### src/smm_pkg.sv
// ----------------------------------------------------------------------------
// smm_pkg: shared types and constants for the subnet match / MAC rewrite block
// Holds field widths, table and queue sizes, operation and status codes, and
// the command record that travels from the front end to the back end.
// ----------------------------------------------------------------------------
`default_nettype none

package smm_pkg;

  localparam int unsigned MAC_W     = 48;
  localparam int unsigned IP_W      = 32;
  localparam int unsigned PLEN_W    = 6;
  localparam int unsigned LOW_W     = 24;
  localparam int unsigned OP_W      = 2;
  localparam int unsigned STATUS_W  = 2;
  localparam int unsigned CFG_IDX_W = 2;

  localparam int unsigned TABLE_ENTRIES = 16;
  localparam int unsigned CNT_W         = $clog2(TABLE_ENTRIES + 1);

  localparam int unsigned QUEUE_DEPTH = 2;
  localparam int unsigned QPTR_W      = (QUEUE_DEPTH > 1) ? $clog2(QUEUE_DEPTH) : 1;
  localparam int unsigned QCNT_W      = $clog2(QUEUE_DEPTH + 1);

  typedef enum logic [OP_W-1:0] {
    OP_ADD   = 2'd0,
    OP_CLEAR = 2'd1,
    OP_OUT   = 2'd2,
    OP_IN    = 2'd3
  } op_e;

  typedef enum logic [STATUS_W-1:0] {
    ST_OK      = 2'd0,
    ST_INVALID = 2'd1,
    ST_FULL    = 2'd2
  } status_e;

  typedef enum logic [CFG_IDX_W-1:0] {
    CFG_ROUTER_MAC = 2'd0,
    CFG_WAN_MAC    = 2'd1,
    CFG_IF_UP      = 2'd2
  } cfg_idx_e;

  typedef struct packed {
    op_e              kind;
    logic             add_bad;
    logic [IP_W-1:0]  base;
    logic [IP_W-1:0]  mask;
    logic [IP_W-1:0]  ip;
    logic [MAC_W-1:0] mac;
    logic             ipv4;
  } cmd_t;

  // Top plen bits set; anything from 32 up saturates to a full mask.
  function automatic logic [IP_W-1:0] prefix_mask(input logic [PLEN_W-1:0] plen);
    logic [IP_W-1:0] m;
    if (plen >= PLEN_W'(IP_W)) begin
      m = '1;
    end else begin
      m = ~({IP_W{1'b1}} >> plen);
    end
    return m;
  endfunction

endpackage

`default_nettype wire

### src/smm_front.sv
// ----------------------------------------------------------------------------
// smm_front: request intake and classification
// Decodes the operation, flags invalid subnet adds, builds the prefix mask and
// pushes one command per accepted request into the command queue.
// ----------------------------------------------------------------------------
`default_nettype none

module smm_front (
  input  wire logic                       in_valid_i,
  output logic                            in_ready_o,
  input  wire logic [smm_pkg::OP_W-1:0]   op_i,
  input  wire logic [smm_pkg::IP_W-1:0]   subnet_base_i,
  input  wire logic [smm_pkg::PLEN_W-1:0] prefix_length_i,
  input  wire logic [smm_pkg::IP_W-1:0]   packet_ip_i,
  input  wire logic [smm_pkg::MAC_W-1:0]  frame_mac_i,
  input  wire logic                       is_ipv4_i,
  input  wire logic                       q_full_i,
  output logic                            push_valid_o,
  output smm_pkg::cmd_t                   push_cmd_o
);
  import smm_pkg::*;

  assign in_ready_o   = ~q_full_i;
  assign push_valid_o = in_valid_i & ~q_full_i;

  always_comb begin
    push_cmd_o         = '0;
    push_cmd_o.kind    = op_e'(op_i);
    push_cmd_o.add_bad = (subnet_base_i == '0) || (prefix_length_i == '0);
    push_cmd_o.mask    = prefix_mask(prefix_length_i);
    // store the base already masked so a lookup is one AND and compare
    push_cmd_o.base    = subnet_base_i & prefix_mask(prefix_length_i);
    push_cmd_o.ip      = packet_ip_i;
    push_cmd_o.mac     = frame_mac_i;
    push_cmd_o.ipv4    = is_ipv4_i;
  end

endmodule

`default_nettype wire

### src/smm_queue.sv
// ----------------------------------------------------------------------------
// smm_queue: short command queue
// Decouples the intake from the table back end so each side stalls on its own.
// ----------------------------------------------------------------------------
`default_nettype none

module smm_queue (
  input  wire logic          clk_i,
  input  wire logic          rst_ni,
  input  wire logic          push_i,
  input  wire smm_pkg::cmd_t push_cmd_i,
  output logic               full_o,
  input  wire logic          pop_i,
  output logic               valid_o,
  output smm_pkg::cmd_t      cmd_o
);
  import smm_pkg::*;

  cmd_t              slot_q [QUEUE_DEPTH];
  logic [QPTR_W-1:0] wr_ptr_q, wr_ptr_d;
  logic [QPTR_W-1:0] rd_ptr_q, rd_ptr_d;
  logic [QCNT_W-1:0] cnt_q, cnt_d;
  logic              do_push, do_pop;

  assign full_o  = (cnt_q == QCNT_W'(QUEUE_DEPTH));
  assign valid_o = (cnt_q != '0);
  assign cmd_o   = slot_q[rd_ptr_q];
  assign do_push = push_i & ~full_o;
  assign do_pop  = pop_i & valid_o;

  always_comb begin
    wr_ptr_d = wr_ptr_q;
    rd_ptr_d = rd_ptr_q;
    cnt_d    = cnt_q;
    if (do_push) begin
      wr_ptr_d = (wr_ptr_q == QPTR_W'(QUEUE_DEPTH - 1)) ? '0 : wr_ptr_q + QPTR_W'(1);
    end
    if (do_pop) begin
      rd_ptr_d = (rd_ptr_q == QPTR_W'(QUEUE_DEPTH - 1)) ? '0 : rd_ptr_q + QPTR_W'(1);
    end
    if (do_push && !do_pop) begin
      cnt_d = cnt_q + QCNT_W'(1);
    end else if (do_pop && !do_push) begin
      cnt_d = cnt_q - QCNT_W'(1);
    end
  end

  always_ff @(posedge clk_i or negedge rst_ni) begin
    if (!rst_ni) begin
      wr_ptr_q <= '0;
      rd_ptr_q <= '0;
      cnt_q    <= '0;
    end else begin
      wr_ptr_q <= wr_ptr_d;
      rd_ptr_q <= rd_ptr_d;
      cnt_q    <= cnt_d;
    end
  end

  always_ff @(posedge clk_i) begin
    if (do_push) begin
      slot_q[wr_ptr_q] <= push_cmd_i;
    end
  end

endmodule

`default_nettype wire

### src/smm_back.sv
// ----------------------------------------------------------------------------
// smm_back: subnet table and rewrite back end
// Holds the configuration and the subnet cells, executes adds and clears,
// compares frame IPs against all cells in parallel and forms the result.
// ----------------------------------------------------------------------------
`default_nettype none

module smm_back (
  input  wire logic                          clk_i,
  input  wire logic                          rst_ni,
  input  wire logic                          cfg_valid_i,
  output logic                               cfg_ready_o,
  input  wire logic [smm_pkg::CFG_IDX_W-1:0] cfg_index_i,
  input  wire logic [smm_pkg::MAC_W-1:0]     cfg_data_i,
  input  wire logic                          q_valid_i,
  input  wire smm_pkg::cmd_t                 q_cmd_i,
  output logic                               q_pop_o,
  output logic                               out_valid_o,
  input  wire logic                          out_ready_i,
  output logic [smm_pkg::MAC_W-1:0]          result_mac_o,
  output logic                               rewritten_o,
  output logic [smm_pkg::STATUS_W-1:0]       status_o
);
  import smm_pkg::*;

  // configuration
  logic [MAC_W-1:0] router_mac_q, wan_mac_q;
  logic             if_up_q;

  // subnet cells
  logic [IP_W-1:0]  base_q [TABLE_ENTRIES];
  logic [IP_W-1:0]  mask_q [TABLE_ENTRIES];
  logic [CNT_W-1:0] entry_count_q, entry_count_d;

  // lookup stage
  logic                     s1_valid_q;
  op_e                      s1_kind_q;
  logic [MAC_W-1:0]         s1_mac_q;
  logic                     s1_elig_q;
  logic [TABLE_ENTRIES-1:0] s1_hit_q;
  status_e                  s1_status_q;
  logic [TABLE_ENTRIES-1:0] hit_d;
  status_e                  status_d;
  logic                     elig_d;
  logic                     tbl_wr;

  // result register
  logic             out_valid_q;
  logic [MAC_W-1:0] out_mac_q, out_mac_d;
  logic             out_rew_q, out_rew_d;
  status_e          out_status_q;

  logic out_load, s1_free;

  assign cfg_ready_o = 1'b1;

  always_ff @(posedge clk_i or negedge rst_ni) begin
    if (!rst_ni) begin
      router_mac_q <= '0;
      wan_mac_q    <= '0;
      if_up_q      <= 1'b0;
    end else if (cfg_valid_i) begin
      case (cfg_index_i)
        CFG_ROUTER_MAC: router_mac_q <= cfg_data_i;
        CFG_WAN_MAC:    wan_mac_q    <= cfg_data_i;
        CFG_IF_UP:      if_up_q      <= cfg_data_i[0];
        default:        ;
      endcase
    end
  end

  assign out_load = s1_valid_q & (~out_valid_q | out_ready_i);
  assign s1_free  = ~s1_valid_q | out_load;
  assign q_pop_o  = q_valid_i & s1_free;

  // add / clear bookkeeping
  always_comb begin
    entry_count_d = entry_count_q;
    status_d      = ST_OK;
    tbl_wr        = 1'b0;
    case (q_cmd_i.kind)
      OP_ADD: begin
        if (q_cmd_i.add_bad) begin
          status_d = ST_INVALID;
        end else if (entry_count_q >= CNT_W'(TABLE_ENTRIES)) begin
          status_d = ST_FULL;
        end else begin
          tbl_wr        = q_pop_o;
          entry_count_d = entry_count_q + CNT_W'(1);
        end
      end
      OP_CLEAR: entry_count_d = '0;
      OP_OUT, OP_IN: ;
      default: ;
    endcase
  end

  always_comb begin
    elig_d = 1'b0;
    case (q_cmd_i.kind)
      OP_OUT:  elig_d = if_up_q & q_cmd_i.ipv4 & (q_cmd_i.mac == router_mac_q);
      OP_IN:   elig_d = if_up_q & q_cmd_i.ipv4 & (q_cmd_i.mac == wan_mac_q);
      default: elig_d = 1'b0;
    endcase
  end

  for (genvar k = 0; k < TABLE_ENTRIES; k++) begin : g_cell
    always_ff @(posedge clk_i) begin
      if (tbl_wr && (entry_count_q == CNT_W'(k))) begin
        base_q[k] <= q_cmd_i.base;
        mask_q[k] <= q_cmd_i.mask;
      end
    end
    assign hit_d[k] = (CNT_W'(k) < entry_count_q) &&
                      ((q_cmd_i.ip & mask_q[k]) == base_q[k]);
  end

  always_ff @(posedge clk_i or negedge rst_ni) begin
    if (!rst_ni) begin
      entry_count_q <= '0;
      s1_valid_q    <= 1'b0;
    end else begin
      if (q_pop_o) begin
        entry_count_q <= entry_count_d;
      end
      if (s1_free) begin
        s1_valid_q <= q_pop_o;
      end
    end
  end

  always_ff @(posedge clk_i) begin
    if (q_pop_o) begin
      s1_kind_q   <= q_cmd_i.kind;
      s1_mac_q    <= q_cmd_i.mac;
      s1_elig_q   <= elig_d;
      s1_hit_q    <= hit_d;
      s1_status_q <= status_d;
    end
  end

  // rewrite the low bytes with the other interface's MAC
  always_comb begin
    out_rew_d = s1_elig_q & (|s1_hit_q);
    out_mac_d = '0;
    case (s1_kind_q)
      OP_OUT: out_mac_d = out_rew_d ? {s1_mac_q[MAC_W-1:LOW_W], wan_mac_q[LOW_W-1:0]}
                                    : s1_mac_q;
      OP_IN:  out_mac_d = out_rew_d ? {s1_mac_q[MAC_W-1:LOW_W], router_mac_q[LOW_W-1:0]}
                                    : s1_mac_q;
      default: out_mac_d = '0;
    endcase
  end

  always_ff @(posedge clk_i or negedge rst_ni) begin
    if (!rst_ni) begin
      out_valid_q <= 1'b0;
    end else if (out_load) begin
      out_valid_q <= 1'b1;
    end else if (out_ready_i) begin
      out_valid_q <= 1'b0;
    end
  end

  always_ff @(posedge clk_i) begin
    if (out_load) begin
      out_mac_q    <= out_mac_d;
      out_rew_q    <= out_rew_d;
      out_status_q <= s1_status_q;
    end
  end

  assign out_valid_o  = out_valid_q;
  assign result_mac_o = out_mac_q;
  assign rewritten_o  = out_rew_q;
  assign status_o     = out_status_q;

  a_count_bound: assert property (@(posedge clk_i) disable iff (!rst_ni)
    entry_count_q <= CNT_W'(TABLE_ENTRIES))
    else $error("entry count above table size");

  a_clear_empties: assert property (@(posedge clk_i) disable iff (!rst_ni)
    (q_pop_o && q_cmd_i.kind == OP_CLEAR) |=> (entry_count_q == '0))
    else $error("clear did not empty the table");

  a_rew_ok: assert property (@(posedge clk_i) disable iff (!rst_ni)
    (out_valid_q && out_rew_q) |-> (out_status_q == ST_OK))
    else $error("rewrite reported with non-ok status");

  a_s1_held: assert property (@(posedge clk_i) disable iff (!rst_ni)
    (s1_valid_q && !out_load) |=> s1_valid_q)
    else $error("lookup stage dropped a request");

endmodule

`default_nettype wire

### src/subnet_match_mac_rewrite.sv
// Throughput: one request per cycle while the output is not stalled; set by
// the two-entry command queue and the two-stage back end (parallel cell
// compare, then result register).
// Reset: clears queue, pipeline valids, entry count and all configuration
// registers to zero; subnet cells hold no reset value and are read only below
// the entry count.
// ----------------------------------------------------------------------------
// subnet_match_mac_rewrite: IPv4 subnet table with frame MAC rewrite
// Front end classifies requests into a short queue; the back end maintains
// the subnet table and rewrites matching outgoing and incoming frame MACs.
// ----------------------------------------------------------------------------
`default_nettype none

module subnet_match_mac_rewrite (
  input  wire logic                          clk_i,
  input  wire logic                          rst_ni,
  input  wire logic                          cfg_valid_i,
  output logic                               cfg_ready_o,
  input  wire logic [smm_pkg::CFG_IDX_W-1:0] cfg_index_i,
  input  wire logic [smm_pkg::MAC_W-1:0]     cfg_data_i,
  input  wire logic                          in_valid_i,
  output logic                               in_ready_o,
  input  wire logic [smm_pkg::OP_W-1:0]      op_i,
  input  wire logic [smm_pkg::IP_W-1:0]      subnet_base_i,
  input  wire logic [smm_pkg::PLEN_W-1:0]    prefix_length_i,
  input  wire logic [smm_pkg::IP_W-1:0]      packet_ip_i,
  input  wire logic [smm_pkg::MAC_W-1:0]     frame_mac_i,
  input  wire logic                          is_ipv4_i,
  output logic                               out_valid_o,
  input  wire logic                          out_ready_i,
  output logic [smm_pkg::MAC_W-1:0]          result_mac_o,
  output logic                               rewritten_o,
  output logic [smm_pkg::STATUS_W-1:0]       status_o
);
  import smm_pkg::*;

  logic push_valid, q_full, q_valid, q_pop;
  cmd_t push_cmd, q_cmd;

  smm_front u_front (
    .in_valid_i      (in_valid_i),
    .in_ready_o      (in_ready_o),
    .op_i            (op_i),
    .subnet_base_i   (subnet_base_i),
    .prefix_length_i (prefix_length_i),
    .packet_ip_i     (packet_ip_i),
    .frame_mac_i     (frame_mac_i),
    .is_ipv4_i       (is_ipv4_i),
    .q_full_i        (q_full),
    .push_valid_o    (push_valid),
    .push_cmd_o      (push_cmd)
  );

  smm_queue u_queue (
    .clk_i      (clk_i),
    .rst_ni     (rst_ni),
    .push_i     (push_valid),
    .push_cmd_i (push_cmd),
    .full_o     (q_full),
    .pop_i      (q_pop),
    .valid_o    (q_valid),
    .cmd_o      (q_cmd)
  );

  smm_back u_back (
    .clk_i        (clk_i),
    .rst_ni       (rst_ni),
    .cfg_valid_i  (cfg_valid_i),
    .cfg_ready_o  (cfg_ready_o),
    .cfg_index_i  (cfg_index_i),
    .cfg_data_i   (cfg_data_i),
    .q_valid_i    (q_valid),
    .q_cmd_i      (q_cmd),
    .q_pop_o      (q_pop),
    .out_valid_o  (out_valid_o),
    .out_ready_i  (out_ready_i),
    .result_mac_o (result_mac_o),
    .rewritten_o  (rewritten_o),
    .status_o     (status_o)
  );

endmodule

`default_nettype wire

### config.mk
export PLATFORM = sky130hd
export DESIGN_NAME = subnet_match_mac_rewrite
export DESIGN_NICKNAME = d
export VERILOG_FILES = /design/src/smm_pkg.sv /design/src/smm_front.sv /design/src/smm_queue.sv /design/src/smm_back.sv /design/src/subnet_match_mac_rewrite.sv
export SDC_FILE = /design/constraint.sdc
export NUM_CORES = 2
export LEC_CHECK = 0
export BUFFER_PORTS_ARGS = -buffer_cell sky130_fd_sc_hd__clkbuf_2
export CORE_MARGIN = 4
export CORE_UTILIZATION = 42
export CTS_CLUSTER_DIAMETER = 120
export DETAILED_ROUTE_END_ITERATION = 12
export SYNTH_ARGS = -nofsm -noshare
export SYNTH_HDL_FRONTEND = slang
export SYNTH_SLANG_ARGS = --single-unit
export TNS_END_PERCENT = 100
### constraint.sdc
create_clock -name clk_i -period 13.6 [get_ports clk_i]
set_clock_uncertainty 0.15 [all_clocks]
set_input_delay 0.68 -clock clk_i [delete_from_list [all_inputs] [get_ports clk_i]]
set_output_delay 0.68 -clock clk_i [all_outputs]
set_load 0.01 [all_outputs]
==> results.py <==
metrics = {
    "power": {
        "power.density_nw_per_um2": 205,
        "intPower_mw": 9.48,
        "p_clk_frac": 0.294,
        "netSwitchingFraction": 0.333,
        "pwr-share-comb": 0.255,
        "switchingPower_mw": 4.73,
        "vdd_drop_max_mv": 0.158,
        "p_seq_frac": 0.451,
        "p_leak_nw": 23.5,
    },
    "yosys": {
        "synth_largest_area_cell": "edfxtp_1",
        "synth_top_area_frac": 0.723,
        "synth_area_leaders": "edfxtp_1 (72%), dfrtp_1 (4.5%), xnor2_1 (4.1%)",
        "synthArstFlopShare": 0.0698,
        "synth.most_common_cell": "edfxtp_1",
        "synthFlopType": "edfxtp_1",
        "synth_edf_count": 1440,
        "syn_area_um2": 59800,
        "synth-seq-cells": 1548,
        "synthTopCellsByCount": "edfxtp_1 (1440), nand2_1 (558), xnor2_1 (283)",
        "synth.distinct_cells": 54,
        "synth.yosys.seq_area_share": 0.768,
        "syn_inst": 3488,
        "synth_fp_nets": 3668,
        "yosysWarningCount": 0,
        "avgSynthCellArea_um2": 17.1,
    },
    "timing": {
        "hold_violations": 0,
        "setup-violations-final": 0,
        "worst_pin_slew_ps": 1150,
        "timing.hold.ws_ps": 73.4,
        "finalCritPeriodShare": 0.366,
        "setup_tns_ps": 0,
        "timing.fmax_mhz": 201,
        "rsz0062_at_grt": "false",
        "layout_setup_ws_ps": 8620,
        "relSlewSlack": 0.229,
        "min_period_ps": 4980,
        "finalMaxSlewViolations": 0,
    },
    "global_route": {
        "grt_max_degree": 89,
        "antenna_found_initial": 29,
        "grt_pass1_wl_um": 239000,
        "grt-ovfl-total": 0,
        "grt_util_all_layers": 0.234,
        "first_global_vias": 31600,
    },
    "place": {
        "preCtsSetupSlack_ps": 8610,
        "place_congestion": 0.865,
        "place_area_um2": 63200,
        "io_buffers": 228,
        "dp_hpwl_um": 101000,
    },
    "cells_and_area": {
        "area_delta_synth_final_pct": 16.2,
        "postLayoutCellArea_um2": 69500,
        "layout.nets": 4133,
        "fillers": 11800,
        "layout.area.seq_um2": 45900,
        "multi_input_area_um2": 13400,
        "drive_gt1_frac": 0.188,
    },
    "clock_tree": {
        "clk_path_buf_depth": 3,
        "cts.sinks": 1548,
        "clkTransAtPathRegs_ps": 60,
        "cts_resized": 0,
        "clk_latency_ps": 790,
        "cts-root-buf": "clkbuf_16",
        "cts_tree": "built",
        "cts_buffers": 155,
        "cts_max_level": 4,
    },
    "critical_path": {
        "crit_path_start": "u_queue.rd_ptr_q",
        "required_ps": 13860,
        "cp-end-kind": "flip-flop",
        "path_class": "reg2reg",
        "reg2reg_from": "u_queue.rd_ptr_q",
        "reg2regPathDepth": 7,
        "r2r_slack_ps": 8620,
        "arrival_ps": 5240,
        "r2r_end": "u_back.mask_q[0][202]",
        "endpoint": "u_back.mask_q[0][202]",
        "path_max_fanout": 33,
        "cp-start-kind": "flip-flop",
    },
    "floorplan": {
        "io_pins": 230,
        "die-area_um2": 148000,
        "start_util": 0.423,
        "die_y_um": 385,
        "die_w_um": 385,
        "num_rows": 138,
        "core_um2": 141000,
    },
    "drt": {
        "ant_nets": 0,
        "num_vias": 32300,
        "routedWlPerCell_um": 29.5,
        "drt_iter0_markers": 4137,
        "drt_first_pass_iters": 5,
        "post-route-drc-count": 0,
        "viasPerCell": 5.41,
        "wl_um": 176000,
    },
    "hold_path": {
        "whs_path_depth": 3,
        "hp-class": "in2reg",
    },
    "status": {
        "outcome": "completed",
    },
    "job": {
        "maxCapViolCount": 0,
    },
}
==> cell usage in the layout, fill, tap and decap left out, types with 7 or more instances in the layout <==
| cell | synthesis | final |
|---|---|---|
| a21oi_1 | 10 | 9 |
| and2_1 | 56 | 55 |
| buf_4 | 6 | 40 |
| bufinv_16 | 0 | 9 |
| clkbuf_1 | 34 | 37 |
| clkbuf_16 | 0 | 158 |
| clkbuf_2 | 0 | 227 |
| clkbuf_8 | 0 | 12 |
| clkinv_1 | 0 | 30 |
| clkinv_2 | 0 | 14 |
| clkinv_8 | 0 | 7 |
| dfrtp_1 | 108 | 107 |
| diode_2 | 0 | 7 |
| dlygate4sd3_1 | 0 | 130 |
| edfxtp_1 | 1440 | 1440 |
| inv_1 | 11 | 11 |
| mux2_2 | 212 | 212 |
| mux2_4 | 29 | 29 |
| mux2i_1 | 76 | 76 |
| nand2_1 | 558 | 558 |
| nand3_1 | 12 | 12 |
| nand4_1 | 85 | 85 |
| nor2_1 | 35 | 20 |
| nor2_4 | 0 | 15 |
| nor3_1 | 21 | 21 |
| nor4_1 | 79 | 79 |
| nor4_2 | 10 | 10 |
| o211a_1 | 24 | 24 |
| o21ai_0 | 11 | 11 |
| xnor2_1 | 283 | 283 |
| xor2_1 | 273 | 273 |
==> logic make-up (layout without fill, tap and decap cells) <==
group	Yosys count	after routing	share of synthesized area
AO/OA/AOI/OAI	75	75	0.0103
buffers and inverters	101	684	0.0104
AND/OR/NAND/NOR	886	886	0.0686
flip-flops	1548	1548	0.768
other	1	8	0.0000627
adder cells (fa/ha/maj)	4	4	0.000837
multiplexers	317	317	0.0599
XOR/XNOR	556	556	0.0814
==> per-stage QoR <==
step                std cells   util  total power [mW]
detailed placement       5556  0.447              10.1
global placement         5556  0.447              10.0
CTS                      5961  0.491              14.2
global route             5962  0.491              14.6
floorplan                3488      -              8.32
finish                   5968  0.491              14.2
==> timing repair <==
action,CTS,global route
setup endpoints to repair,0,0
hold buffers,130,0
endpoints found under the hold margin,307,0
setup buffers,0,0
==> flip-flops by register name (all words and copies together), names as in the netlist, 5 cells and up <==
signal	cells
u_back.s1_hit_q	16
u_back.wan_mac_q	48
u_back.s1_mac_q	48
u_queue.slot_q	296
u_back.entry_count_q	5
u_back.mask_q	512
u_back.result_mac_o	48
u_back.router_mac_q	48
u_back.base_q	512
==> worst min-delay path by stage <==
stage	startpoint	to	slack, ps
after floorplan	rst_ni	u_back.entry_count_q[0]	230
after global placement	u_back.s1_status_q[0]	u_back.status_o[0]	260
after detailed placement	u_back.s1_status_q[0]	u_back.status_o[0]	260
after CTS	subnet_base_i[20]	u_queue.slot_q[0][133]	20
after global routing	subnet_base_i[20]	u_queue.slot_q[1][133]	60
final	out_ready_i	u_back.out_valid_o	70
==> routing by layer <==
layer | vias up | part of all wire | global-route usage
met2 | 1624 | 0.46 | 0.367
met3 | 294 | 0.097 | 0.0538
li1 | 13800 | - | -
met4 | 0 | 0.038 | 0.0890
met1 | 16600 | 0.40 | 0.320
met5 | - | 0 | 0
==> layout make-up <==
type | count | area share
inverter | 11 | 0.000594
clock inverter | 68 | 0.00974
tap | 1890 | 0.0340
timing repair buffer | 398 | 0.0397
clock buffer | 207 | 0.0613
multi-input combinational | 1839 | 0.193
antenna | 7 | 0.000252
sequential | 1548 | 0.661
==> power groups by stage <==
stage	logic [mW]	registers, mW	clock network (mW)
after global placement	3.54	6.49	0
after floorplan	1.82	6.49	0
final	3.62	6.41	4.17
after CTS	3.61	6.41	4.23
after detailed placement	3.56	6.51	0
after global routing	3.75	6.45	4.44
==> critical path: stages (launching register included) <==
cell,delay (ps)
dfrtp_4,800
buf_4,600
mux2i_1,390
nand3_1,180
nor3_2,580
nand2_1,400
nor2_4,900
buf_4,540
No activity file was read; power rests on OpenSTA's default activity.
